**config.mk**
```make
export PLATFORM = sky130hd
export DESIGN_NAME = partition_table_parser_core
export DESIGN_NICKNAME = d
export VERILOG_FILES = /design/src/ptp_pkg.sv /design/src/ptp_outbuf.sv /design/src/partition_table_parser_core.sv
export VERILOG_INCLUDE_DIRS = /design/src /design/src/src
export SDC_FILE = /design/constraint.sdc
export NUM_CORES = 2
export LEC_CHECK = 0
export BUFFER_PORTS_ARGS = -buffer_cell sky130_fd_sc_hd__buf_4
export CAP_MARGIN = 30
export CORE_MARGIN = 1
export CORE_UTILIZATION = 47
export DETAILED_ROUTE_END_ITERATION = 8
export PLACE_DENSITY = 0.62
export RECOVER_POWER = 100
export SYNTH_ARGS = -nofsm -noshare
export SYNTH_HDL_FRONTEND = slang
export SYNTH_SLANG_ARGS = --single-unit
```
**constraint.sdc**
```tcl
create_clock -name clk -period 14.8 [get_ports clk]
set_input_delay 2.96 -clock clk [delete_from_list [all_inputs] [get_ports clk]]
set_output_delay 2.96 -clock clk [all_outputs]
set_load 0.01 [all_outputs]
```
**src/partition_table_parser_core_macros.svh**
```systemverilog
// assertion macros shared by the partition table parser files
`ifndef PARTITION_TABLE_PARSER_CORE_MACROS_SVH
`define PARTITION_TABLE_PARSER_CORE_MACROS_SVH

// checked property, skipped while reset is asserted
`define PTP_ASSERT(lbl, prop, msg) \
	lbl: assert property (@(posedge clk) disable iff (!arst_n) prop) else $error(msg);

// checked property, also checked during reset
`define PTP_ASSERT_ALWAYS(lbl, prop, msg) \
	lbl: assert property (@(posedge clk) prop) else $error(msg);

`endif

```
**src/ptp_pkg.sv**
```systemverilog
// shared types and constants of the partition table parser
package ptp_pkg;

	localparam logic [1:0] ACT_START = 2'd0;
	localparam logic [1:0] ACT_DATA  = 2'd1;
	localparam logic [1:0] ACT_FAIL  = 2'd2;

	localparam logic [1:0] KIND_REQ    = 2'd0;
	localparam logic [1:0] KIND_RECORD = 2'd1;
	localparam logic [1:0] KIND_FINISH = 2'd2;

	localparam logic [15:0] BOOT_SIG        = 16'hAA55;
	localparam logic [7:0]  PROTECTIVE_TYPE = 8'hEE;
	localparam logic [63:0] EFI_SIG         = 64'h5452415020494645;
	localparam logic [7:0]  GPT_TYPE        = 8'hFF;
	localparam int unsigned MBR_BASE        = 446;
	localparam int unsigned MBR_ENTRIES     = 4;
	localparam int unsigned ENTRY_MIN       = 48;
	localparam int unsigned ENTRY_MAX       = 512;
	localparam int unsigned NSLOTS          = 5;

	typedef struct packed {
		logic [1:0]  kind;
		logic [4:0]  port_out;
		logic [63:0] lba;
		logic [63:0] part_start;
		logic [63:0] part_len;
		logic [7:0]  part_type;
		logic        is_gpt;
		logic        outcome;
		logic [7:0]  found;
	} result_t;

	function automatic result_t mk_request(logic [4:0] p, logic [63:0] a);
		result_t r;
		r = '0;
		r.kind = KIND_REQ;
		r.port_out = p;
		r.lba = a;
		return r;
	endfunction

	function automatic result_t mk_finish(logic oc, logic [7:0] f);
		result_t r;
		r = '0;
		r.kind = KIND_FINISH;
		r.outcome = oc;
		r.found = f;
		return r;
	endfunction

	function automatic result_t mk_record(logic [63:0] s, logic [63:0] c, logic [7:0] t,
			logic g);
		result_t r;
		r = '0;
		r.kind = KIND_RECORD;
		r.part_start = s;
		r.part_len = c;
		r.part_type = t;
		r.is_gpt = g;
		return r;
	endfunction

endpackage

```
**src/ptp_outbuf.sv**
```systemverilog
// result slots of one item, drained one result per cycle while out_ready is high, in slot order
`include "partition_table_parser_core_macros.svh"

module ptp_outbuf
	import ptp_pkg::*;
(
	input  logic                 clk,
	input  logic                 arst_n,
	input  logic                 load,
	input  logic [NSLOTS-1:0]    load_vld,
	input  result_t              load_res [NSLOTS],
	output logic                 can_load,
	output logic                 out_valid,
	input  logic                 out_ready,
	output result_t              out_res,
	output logic                 out_last
);

	logic [NSLOTS-1:0] vld_q;
	result_t           res_q [NSLOTS];
	logic [NSLOTS-1:0] sel_oh;
	logic              take;

	// lowest pending slot goes out first
	always_comb begin
		sel_oh = '0;
		out_res = res_q[NSLOTS-1];
		for (int i = NSLOTS - 1; i >= 0; i--) begin
			if (vld_q[i]) begin
				sel_oh = '0;
				sel_oh[i] = 1'b1;
				out_res = res_q[i];
			end
		end
	end

	assign out_valid = |vld_q;
	assign out_last  = (vld_q & ~sel_oh) == '0;
	assign take      = out_valid && out_ready;
	assign can_load  = !out_valid || (out_last && out_ready);

	always_ff @(posedge clk or negedge arst_n) begin
		if (!arst_n) begin
			vld_q <= '0;
		end else if (load) begin
			vld_q <= load_vld;
		end else if (take) begin
			vld_q <= vld_q & ~sel_oh;
		end
	end

	always_ff @(posedge clk) begin
		if (load) begin
			for (int i = 0; i < NSLOTS; i++) res_q[i] <= load_res[i];
		end
	end

	`PTP_ASSERT(a_load_when_free, load |-> ($countones(vld_q) <= 1), "load over pending results")
	`PTP_ASSERT(a_load_shows, (load && (load_vld != '0)) |=> out_valid, "loaded results not shown")
	`PTP_ASSERT(a_drop_on_take, $fell(out_valid) |-> $past(out_ready), "result lost without take")

endmodule

```
**src/partition_table_parser_core.sv**
```systemverilog
// partition table parser top level: byte stage, table decode and result slots
//
// channel  dir  tdata / tuser / tlast
// s_*      in   tdata {data_byte, port}, tuser action
// m_*      out  tdata {found, outcome, is_gpt, part_type, part_len, part_start,
//               lba, port_out}, tuser kind, tlast last
// cfg_*    in   max_partitions, written when cfg_we is high
//
// one byte enters per cycle while s_tready is high into an input register and is decoded there
// into up to five result slots; an item is accepted while results of the one before
// are still draining, as long as only the final one of them is left and m_tready is high
// an item with several results holds the input until only its final result is left
// (up to five results at the end of sector 0), and while m_tready is low with results pending
// reset clears the scan state, max_partitions returns to 16
`include "partition_table_parser_core_macros.svh"

module partition_table_parser_core
	import ptp_pkg::*;
#(
	parameter int unsigned SECTOR_BYTES = 512
) (
	input  logic         clk,
	input  logic         arst_n,
	input  logic         s_tvalid,
	output logic         s_tready,
	input  logic [15:0]  s_tdata,   // port [4:0], data_byte [12:5]
	input  logic [1:0]   s_tuser,   // action
	output logic         m_tvalid,
	input  logic         m_tready,
	output logic [215:0] m_tdata,   // port_out, lba, part_start, part_len, part_type,
	                                // is_gpt, outcome, found
	output logic [1:0]   m_tuser,   // kind
	output logic         m_tlast,
	input  logic         cfg_we,
	input  logic [7:0]   cfg_wdata
);

	localparam int unsigned POS_W = $clog2(SECTOR_BYTES);
	localparam logic [POS_W-1:0] POS_LAST = POS_W'(SECTOR_BYTES - 1);

	typedef enum logic [2:0] {PH_IDLE, PH_BOOT, PH_HEAD, PH_ENTRY} phase_t;

	// input stage
	logic       valid_s1;
	logic [1:0] action_s1;
	logic [4:0] port_s1;
	logic [7:0] byte_s1;

	// scan state
	phase_t           phase_q;
	logic [POS_W-1:0] pos_q;
	logic [4:0]       port_q;
	logic [7:0]       max_q;
	logic [7:0]       found_q;
	logic             sig_ok_q;
	logic [63:0]      table_lba_q;
	logic [31:0]      entry_total_q;
	logic [31:0]      entry_bytes_q;
	logic [31:0]      entry_index_q;
	logic [31:0]      sector_index_q;
	logic [9:0]       off_q;
	logic             guid_q;
	logic [63:0]      first_q;
	logic [63:0]      last_q;
	logic [7:0]       mbr_type_q  [MBR_ENTRIES];
	logic [31:0]      mbr_start_q [MBR_ENTRIES];
	logic [31:0]      mbr_cnt_q   [MBR_ENTRIES];
	logic [7:0]       sig_lo_q;
	logic [7:0]       sig_hi_q;

	logic              can_load, consume;
	logic [NSLOTS-1:0] slot_vld;
	result_t           slot_res [NSLOTS];
	result_t           out_res;

	logic             is_data, pos_end;
	logic [7:0]       sig_hi_now;
	logic [7:0]       mbr_found;
	logic             guid_n, entry_end, entry_rec, scan_done;
	logic [63:0]      first_n, last_n;
	logic [7:0]       found_entry;
	logic             head_bad;

	assign consume  = valid_s1 && can_load;
	assign s_tready = !valid_s1 || can_load;
	assign is_data  = action_s1 == ACT_DATA;
	assign pos_end  = pos_q >= POS_LAST;
	assign sig_hi_now = (pos_q == POS_W'(511)) ? byte_s1 : sig_hi_q;

	// entry field accumulation including the byte at hand
	always_comb begin
		guid_n  = guid_q;
		first_n = first_q;
		last_n  = last_q;
		if (off_q < 10'd16) begin
			if (byte_s1 != 8'd0) guid_n = 1'b1;
		end else if (off_q >= 10'd32 && off_q < 10'd40) begin
			first_n = first_q | (64'(byte_s1) << {off_q[2:0], 3'b000});
		end else if (off_q >= 10'd40 && off_q < 10'd48) begin
			last_n = last_q | (64'(byte_s1) << {off_q[2:0], 3'b000});
		end
	end

	assign entry_end   = !((32'(off_q) + 32'd1) < entry_bytes_q);
	assign entry_rec   = entry_end && guid_n;
	assign found_entry = found_q + 8'(entry_rec);
	assign scan_done   = entry_end && (((entry_index_q + 32'd1) >= entry_total_q) ||
		(found_entry >= max_q));
	assign head_bad    = !sig_ok_q || (entry_bytes_q < 32'(ENTRY_MIN)) ||
		(entry_bytes_q > 32'(ENTRY_MAX)) || (entry_total_q == 32'd0) || (found_q >= max_q);

	// results of the item in the input stage
	always_comb begin
		logic [7:0] f;
		f = found_q;
		slot_vld = '0;
		for (int i = 0; i < NSLOTS; i++) slot_res[i] = '0;
		for (int i = 0; i < int'(MBR_ENTRIES); i++) begin
			slot_res[i] = mk_record(64'(mbr_start_q[i]), 64'(mbr_cnt_q[i]), mbr_type_q[i],
				1'b0);
		end
		priority if (action_s1 == ACT_START) begin
			slot_vld[NSLOTS-1] = 1'b1;
			slot_res[NSLOTS-1] = mk_request(port_s1, 64'd0);
		end else if (action_s1 == ACT_FAIL) begin
			if (phase_q == PH_BOOT || phase_q == PH_HEAD) begin
				slot_vld[NSLOTS-1] = 1'b1;
				slot_res[NSLOTS-1] = mk_finish(1'b1, found_q);
			end else if (phase_q == PH_ENTRY) begin
				slot_vld[NSLOTS-1] = 1'b1;
				slot_res[NSLOTS-1] = mk_finish(1'b0, found_q);
			end
		end else if (is_data && phase_q == PH_BOOT && pos_end) begin
			slot_vld[NSLOTS-1] = 1'b1;
			if ({sig_hi_now, sig_lo_q} != BOOT_SIG) begin
				slot_res[NSLOTS-1] = mk_finish(1'b0, found_q);
			end else if (mbr_type_q[0] == PROTECTIVE_TYPE) begin
				slot_res[NSLOTS-1] = mk_request(port_q, 64'd1);
			end else begin
				for (int i = 0; i < int'(MBR_ENTRIES); i++) begin
					if (f < max_q && mbr_type_q[i] != 8'd0) begin
						slot_vld[i] = 1'b1;
						f = f + 8'd1;
					end
				end
				slot_res[NSLOTS-1] = mk_finish(1'b0, f);
			end
		end else if (is_data && phase_q == PH_HEAD && pos_end) begin
			slot_vld[NSLOTS-1] = 1'b1;
			slot_res[NSLOTS-1] = head_bad ? mk_finish(1'b0, found_q) :
				mk_request(port_q, table_lba_q);
		end else if (is_data && phase_q == PH_ENTRY) begin
			slot_vld[0] = entry_rec;
			slot_res[0] = mk_record(first_n, last_n - first_n + 64'd1, GPT_TYPE, 1'b1);
			if (scan_done) begin
				slot_vld[NSLOTS-1] = 1'b1;
				slot_res[NSLOTS-1] = mk_finish(1'b0, found_entry);
			end else if (pos_end) begin
				slot_vld[NSLOTS-1] = 1'b1;
				slot_res[NSLOTS-1] = mk_request(port_q,
					table_lba_q + 64'(sector_index_q) + 64'd1);
			end
		end else begin
			slot_vld = '0;
		end
		mbr_found = f;
	end

	always_ff @(posedge clk or negedge arst_n) begin
		if (!arst_n) begin
			valid_s1 <= 1'b0;
			max_q    <= 8'd16;
		end else begin
			if (s_tvalid && s_tready) valid_s1 <= 1'b1;
			else if (consume) valid_s1 <= 1'b0;
			if (cfg_we) max_q <= cfg_wdata;
		end
	end

	always_ff @(posedge clk) begin
		if (s_tvalid && s_tready) begin
			action_s1 <= s_tuser;
			port_s1   <= s_tdata[4:0];
			byte_s1   <= s_tdata[12:5];
		end
	end

	// boot sector fields, captured as they pass
	always_ff @(posedge clk) begin
		if (consume && is_data && phase_q == PH_BOOT) begin
			for (int i = 0; i < int'(MBR_ENTRIES); i++) begin
				if (pos_q == POS_W'(MBR_BASE + 16 * i + 4)) mbr_type_q[i] <= byte_s1;
				for (int j = 0; j < 4; j++) begin
					if (pos_q == POS_W'(MBR_BASE + 16 * i + 8 + j))
						mbr_start_q[i][8*j +: 8] <= byte_s1;
					if (pos_q == POS_W'(MBR_BASE + 16 * i + 12 + j))
						mbr_cnt_q[i][8*j +: 8] <= byte_s1;
				end
			end
			if (pos_q == POS_W'(510)) sig_lo_q <= byte_s1;
			if (pos_q == POS_W'(511)) sig_hi_q <= byte_s1;
		end
	end

	always_ff @(posedge clk or negedge arst_n) begin
		if (!arst_n) begin
			phase_q        <= PH_IDLE;
			pos_q          <= '0;
			port_q         <= '0;
			found_q        <= '0;
			sig_ok_q       <= 1'b1;
			table_lba_q    <= '0;
			entry_total_q  <= '0;
			entry_bytes_q  <= '0;
			entry_index_q  <= '0;
			sector_index_q <= '0;
			off_q          <= '0;
			guid_q         <= 1'b0;
			first_q        <= '0;
			last_q         <= '0;
		end else if (consume) begin
			priority if (action_s1 == ACT_START) begin
				port_q   <= port_s1;
				phase_q  <= PH_BOOT;
				pos_q    <= '0;
				found_q  <= '0;
				sig_ok_q <= 1'b1;
			end else if (action_s1 == ACT_FAIL) begin
				phase_q <= PH_IDLE;
			end else if (is_data && phase_q == PH_BOOT) begin
				if (!pos_end) begin
					pos_q <= pos_q + POS_W'(1);
				end else if ({sig_hi_now, sig_lo_q} != BOOT_SIG) begin
					phase_q <= PH_IDLE;
				end else if (mbr_type_q[0] == PROTECTIVE_TYPE) begin
					phase_q       <= PH_HEAD;
					pos_q         <= '0;
					sig_ok_q      <= 1'b1;
					table_lba_q   <= '0;
					entry_total_q <= '0;
					entry_bytes_q <= '0;
				end else begin
					found_q <= mbr_found;
					phase_q <= PH_IDLE;
				end
			end else if (is_data && phase_q == PH_HEAD) begin
				if (pos_q < POS_W'(8)) begin
					if (byte_s1 != EFI_SIG[{pos_q[2:0], 3'b000} +: 8]) sig_ok_q <= 1'b0;
				end else if (pos_q >= POS_W'(72) && pos_q < POS_W'(80)) begin
					table_lba_q <= table_lba_q | (64'(byte_s1) << {pos_q[2:0], 3'b000});
				end else if (pos_q >= POS_W'(80) && pos_q < POS_W'(84)) begin
					entry_total_q <= entry_total_q | (32'(byte_s1) << {pos_q[1:0], 3'b000});
				end else if (pos_q >= POS_W'(84) && pos_q < POS_W'(88)) begin
					entry_bytes_q <= entry_bytes_q | (32'(byte_s1) << {pos_q[1:0], 3'b000});
				end
				if (!pos_end) begin
					pos_q <= pos_q + POS_W'(1);
				end else if (head_bad) begin
					phase_q <= PH_IDLE;
				end else begin
					phase_q        <= PH_ENTRY;
					pos_q          <= '0;
					entry_index_q  <= '0;
					sector_index_q <= '0;
					off_q          <= '0;
					guid_q         <= 1'b0;
					first_q        <= '0;
					last_q         <= '0;
				end
			end else if (is_data && phase_q == PH_ENTRY) begin
				found_q <= found_entry;
				if (entry_end) entry_index_q <= entry_index_q + 32'd1;
				// trailing bytes of a partial entry are dropped at the sector end
				if (entry_end || pos_end) begin
					off_q   <= '0;
					guid_q  <= 1'b0;
					first_q <= '0;
					last_q  <= '0;
				end else begin
					off_q   <= off_q + 10'd1;
					guid_q  <= guid_n;
					first_q <= first_n;
					last_q  <= last_n;
				end
				if (scan_done) begin
					phase_q <= PH_IDLE;
				end else if (pos_end) begin
					sector_index_q <= sector_index_q + 32'd1;
					pos_q <= '0;
				end else begin
					pos_q <= pos_q + POS_W'(1);
				end
			end else begin
				phase_q <= phase_q;
			end
		end
	end

	ptp_outbuf u_outbuf (
		.clk       (clk),
		.arst_n    (arst_n),
		.load      (consume),
		.load_vld  (slot_vld),
		.load_res  (slot_res),
		.can_load  (can_load),
		.out_valid (m_tvalid),
		.out_ready (m_tready),
		.out_res   (out_res),
		.out_last  (m_tlast)
	);

	assign m_tuser = out_res.kind;
	assign m_tdata = {1'b0, out_res.found, out_res.outcome, out_res.is_gpt, out_res.part_type,
		out_res.part_len, out_res.part_start, out_res.lba, out_res.port_out};

endmodule
```
==> flow_summary.yaml <==
setup_path:
  crit_buf_inv: 4
  max_stage_delay_ns: 5.80
  cp_cell_sequence: "clkbuf_1, a21boi_0, nor2b_1, buf_12, clkbuf_1, buf_4"
  crit_slowest_cell: "clkbuf_1"
  path_max_fanout: 160
  cpMostUsedCell: "clkbuf_1"
  start_kind: "input port"
  critical_path_arrival_ns: 12.34
  cp.required_ns: 15.13
  path_class: "in -> reg"
  timing.critical_path.max_delay_family: "buffers and inverters"
  crit_path_end_kind: "flop"
final_layout:
  seqCellArea_sq_um: 31800
  stdcell_count: 6619
  fillers: 10100
  fin_nets: 5303
  drive_gt1_frac: 0.0770
  multi_input_area_sq_um: 20800
  syn2layout_area_growth_pct: 12.1
yosys:
  yosys_register_bits: 1121
  syn_inst: 4851
  synth_enable_flop_cells: 751
  netlist_top_cells_area: "edfxtp_1 42%, dfrtp_1 17%, ha_1 6.0%, a21oi_1 3.5%, o21ai_0 3.2%"
  yosys.area_share.adder: 0.0605
  synth_top_area_share: 0.416
  yosysWarnings: 0
  post_synth.cell_area_avg_sq_um: 11.2
  async_flop_share: 0.330
  yosys.area_share.simple: 0.131
  synth_top_area_cell: "edfxtp_1"
  syn_area_sq_um: 54100
  synth_top_family_by_area: "compound AO/OA/AOI/OAI gates"
  synth_fp_nets: 5142
  synth-compound-area-share: 0.159
  yosys.area_share.xor_xnor: 0.0279
  synthFlopType: "edfxtp_1"
  synthDistinctLibCells: 98
  ys_seq_area_frac: 0.588
  synthMuxAreaShare: 0.00451
pwr:
  p_switching_w: 0.00186
  clkPwrFrac: 0.399
  power.density_nw_per_um2: 121
  pwr-share-comb: 0.102
  power.leakage_nw: 24.6
  total_power_w: 0.00732
  power_frac_seq: 0.499
  peakVddDrop_mv: 0.105
  internal_power_w: 0.00546
  switching_share: 0.254
route:
  avgRoutedWirePerCell_microns: 22.2
  first_iter_violations: 3451
  dr.pass1.iters: 6
  drc: 0
  antenna_left: 0
  totalWireLength_microns: 147000
  via_per_inst: 5.87
  num_vias: 38900
outcome:
  status: "complete, but fails checks"
  violations: "capacitance limit, slew limit"
clock_network:
  clockBufferDepth: 3
  ctsRootBufferMaster: "clkbuf_16"
  hold_buffers: 0
  cts_num_sinks: 1121
  cts_made_buffers: 114
  clk-insertion-delay-late_ns: 0.73
  cts.reportedPaths.clkPinSlew_ns: 0.06
  postCtsSetupRepairBufs: 0
  cts_resized: 0
  cts_tree: "built"
  htree_levels: 3
global_route:
  grt_pass1_wl_microns: 222000
  grt_antenna_before_repair: 2
  grt_usage: 0.247
  grt_max_degree: 163
  use_met2: 0.408
  grt_overflow: 0
  use_met3: 0.0316
  grtUsageMet1: 0.340
  grt_pass1_vias: 37100
  grt_busiest_layer: "met2"
sta:
  tns_ns: 0
  max_freq_mhz: 83.3
  finClkSkew_ns: 0.0336
  hold_viol: 0
  setup_viol: 0
  relSlewSlack: -4.68
  tightest_slew_ns: 8.53
  finalCriticalPeriod_ns: 12.01
  rsz0062_at_grt: "false"
  maxSlewViolCount: 1841
  fin_crit_sh: 0.811
floorplanning:
  fp.dieH_microns: 341
  core_area_sq_um: 114000
  die_area_sq_um: 117000
  num_rows: 124
  dieWidth_microns: 341
  start_util: 0.474
  io_pins: 252
flow_run:
  drv_cap: 29
place:
  port_buffers: 247
  gp_congestion: 0.916
  hpwl_microns: 96200
  dp_cells: 6403
hold_path:
  hold_path_class: "reg -> reg"
-- synth_stat cells, drive strengths merged, types with 5 or more instances --
cell	instances
clkbuf	268
a21o	167
nor2	439
buf	20
a2111oi	6
xnor2	103
a32o	73
or2	14
nand2b	32
o31ai	22
a31oi	111
nor4	43
a211oi	16
a21oi	379
a211o	8
ha	258
mux2	19
and2	186
nand2	445
a41oi	8
o2111ai	5
o21a	11
nor4b	5
a22oi	96
dfrtp	368
o21bai	8
a21boi	14
o21ai	355
inv	121
and3	39
o211ai	7
or4	13
nor3	41
nor2b	29
nand4	48
nor3b	6
nand3	120
and4	12
o22ai	5
a221oi	12
or3	23
xor2	66
edfxtp	751
a22o	12
-- power groups by stage --
stage,Sequential [W],Clock (W),Combinational [W]
5_1_grt,0.00367,0.00308,0.000817
6_report,0.00365,0.00292,0.000750
3_5_place_dp,0.00369,0,0.000764
4_1_cts,0.00363,0.00298,0.000767
2_1_floorplan,0.00369,0,0.000464
3_3_place_gp,0.00369,0,0.000753
-- state kept, by name (all words and copies together), names as in the netlist, 64 cells and up --
name and flops:
last_q 64, u_outbuf.res_q 432, first_q 64, mbr_start_q 128
mbr_cnt_q 128, table_lba_q 64
-- worst reg2reg max path, delay by kind of cell, from the launching register on --
| kind | cells | cell delay, ns |
|---|---|---|
| AND/OR/NAND/NOR | 12 | 3.02 |
| flip-flops | 1 | 0.58 |
| AO/OA/AOI/OAI | 16 | 5.01 |
| adder cells (fa/ha/maj) | 4 | 1.13 |
| XOR/XNOR | 3 | 1.20 |
| buffers and inverters | 3 | 0.38 |
-- cells in the final DEF, fill, tap and decap left out, drive strengths merged, types with 19 or more instances in the layout --
master / count
a21o: 167
a21oi: 379
a22oi: 96
a31oi: 111
a32o: 73
and2: 186
and3: 39
buf: 160
clkbuf: 328
clkinv: 38
dfrtp: 368
edfxtp: 751
ha: 258
inv: 122
mux2: 19
nand2: 445
nand2b: 32
nand3: 120
nand4: 48
nor2: 439
nor2b: 29
nor3: 41
nor4: 43
o21ai: 355
o31ai: 22
or3: 23
xnor2: 103
xor2: 66
-- cell type report --
cell class              count  share of cell area
flip-flops and latches   1121               0.524
multi-input cells        3318               0.342
clock buffers             155              0.0514
repair buffers            333              0.0323
well taps                1512              0.0312
clock inverters            55              0.0111
inverters                 124             0.00769
diodes                      1           0.0000412
-- cells by family after synthesis --
family | count (synthesis)
AO/OA/AOI/OAI | 1359
XOR/XNOR | 170
adder cells (fa/ha/maj) | 261
buffers and inverters | 412
flip-flops | 1121
multiplexers | 22
other | 1
AND/OR/NAND/NOR | 1505
-- path summary, 6_finish.rpt --
path / from / end / slack, ns / cells past startpoint
min in group asynchronous: arst_n / first_q[55]$_DFFE_PN0P_ / 4.27 / 1
hold / removal: mbr_start_q[3][31]$_DFFE_PP_ / u_outbuf.res_q[0][764]$_DFFE_PP_ / 0.40 / 0
max in group asynchronous: arst_n / u_outbuf.vld_q[1]$_DFFE_PN0P_ / 3.76 / 2
setup reg to reg: found_q[0]$_DFFE_PN0P_ / u_outbuf.res_q[0][875]$_SDFFCE_PP0P_ / 3.17 / 38
hold reg to reg: mbr_start_q[3][31]$_DFFE_PP_ / u_outbuf.res_q[0][764]$_DFFE_PP_ / 0.40 / 0
setup / recovery: m_tready / u_outbuf.res_q[0][140]$_SDFFCE_PP0P_ / 2.79 / 6
-- per-stage QoR --
stage               instance area (sq um)  utilization  hold WS [ns]  setup WS, ns
global placement                    57500        0.503         0.400          4.51
floorplan                           54100            -         0.400          3.79
CTS                                 61400        0.537         0.406          4.26
detailed placement                  57600        0.504         0.405          4.31
finish                              60700        0.531         0.400          2.79
global route                        60700        0.531         0.418          1.89
-- routing by layer --
layer  share of wire  up-vias
met1            0.43    19300
met3           0.059      207
met4           0.027        0
li1                -    18200
met5               0        -
met2            0.48     1215
Note: power is estimated with default switching activity, not from simulation.
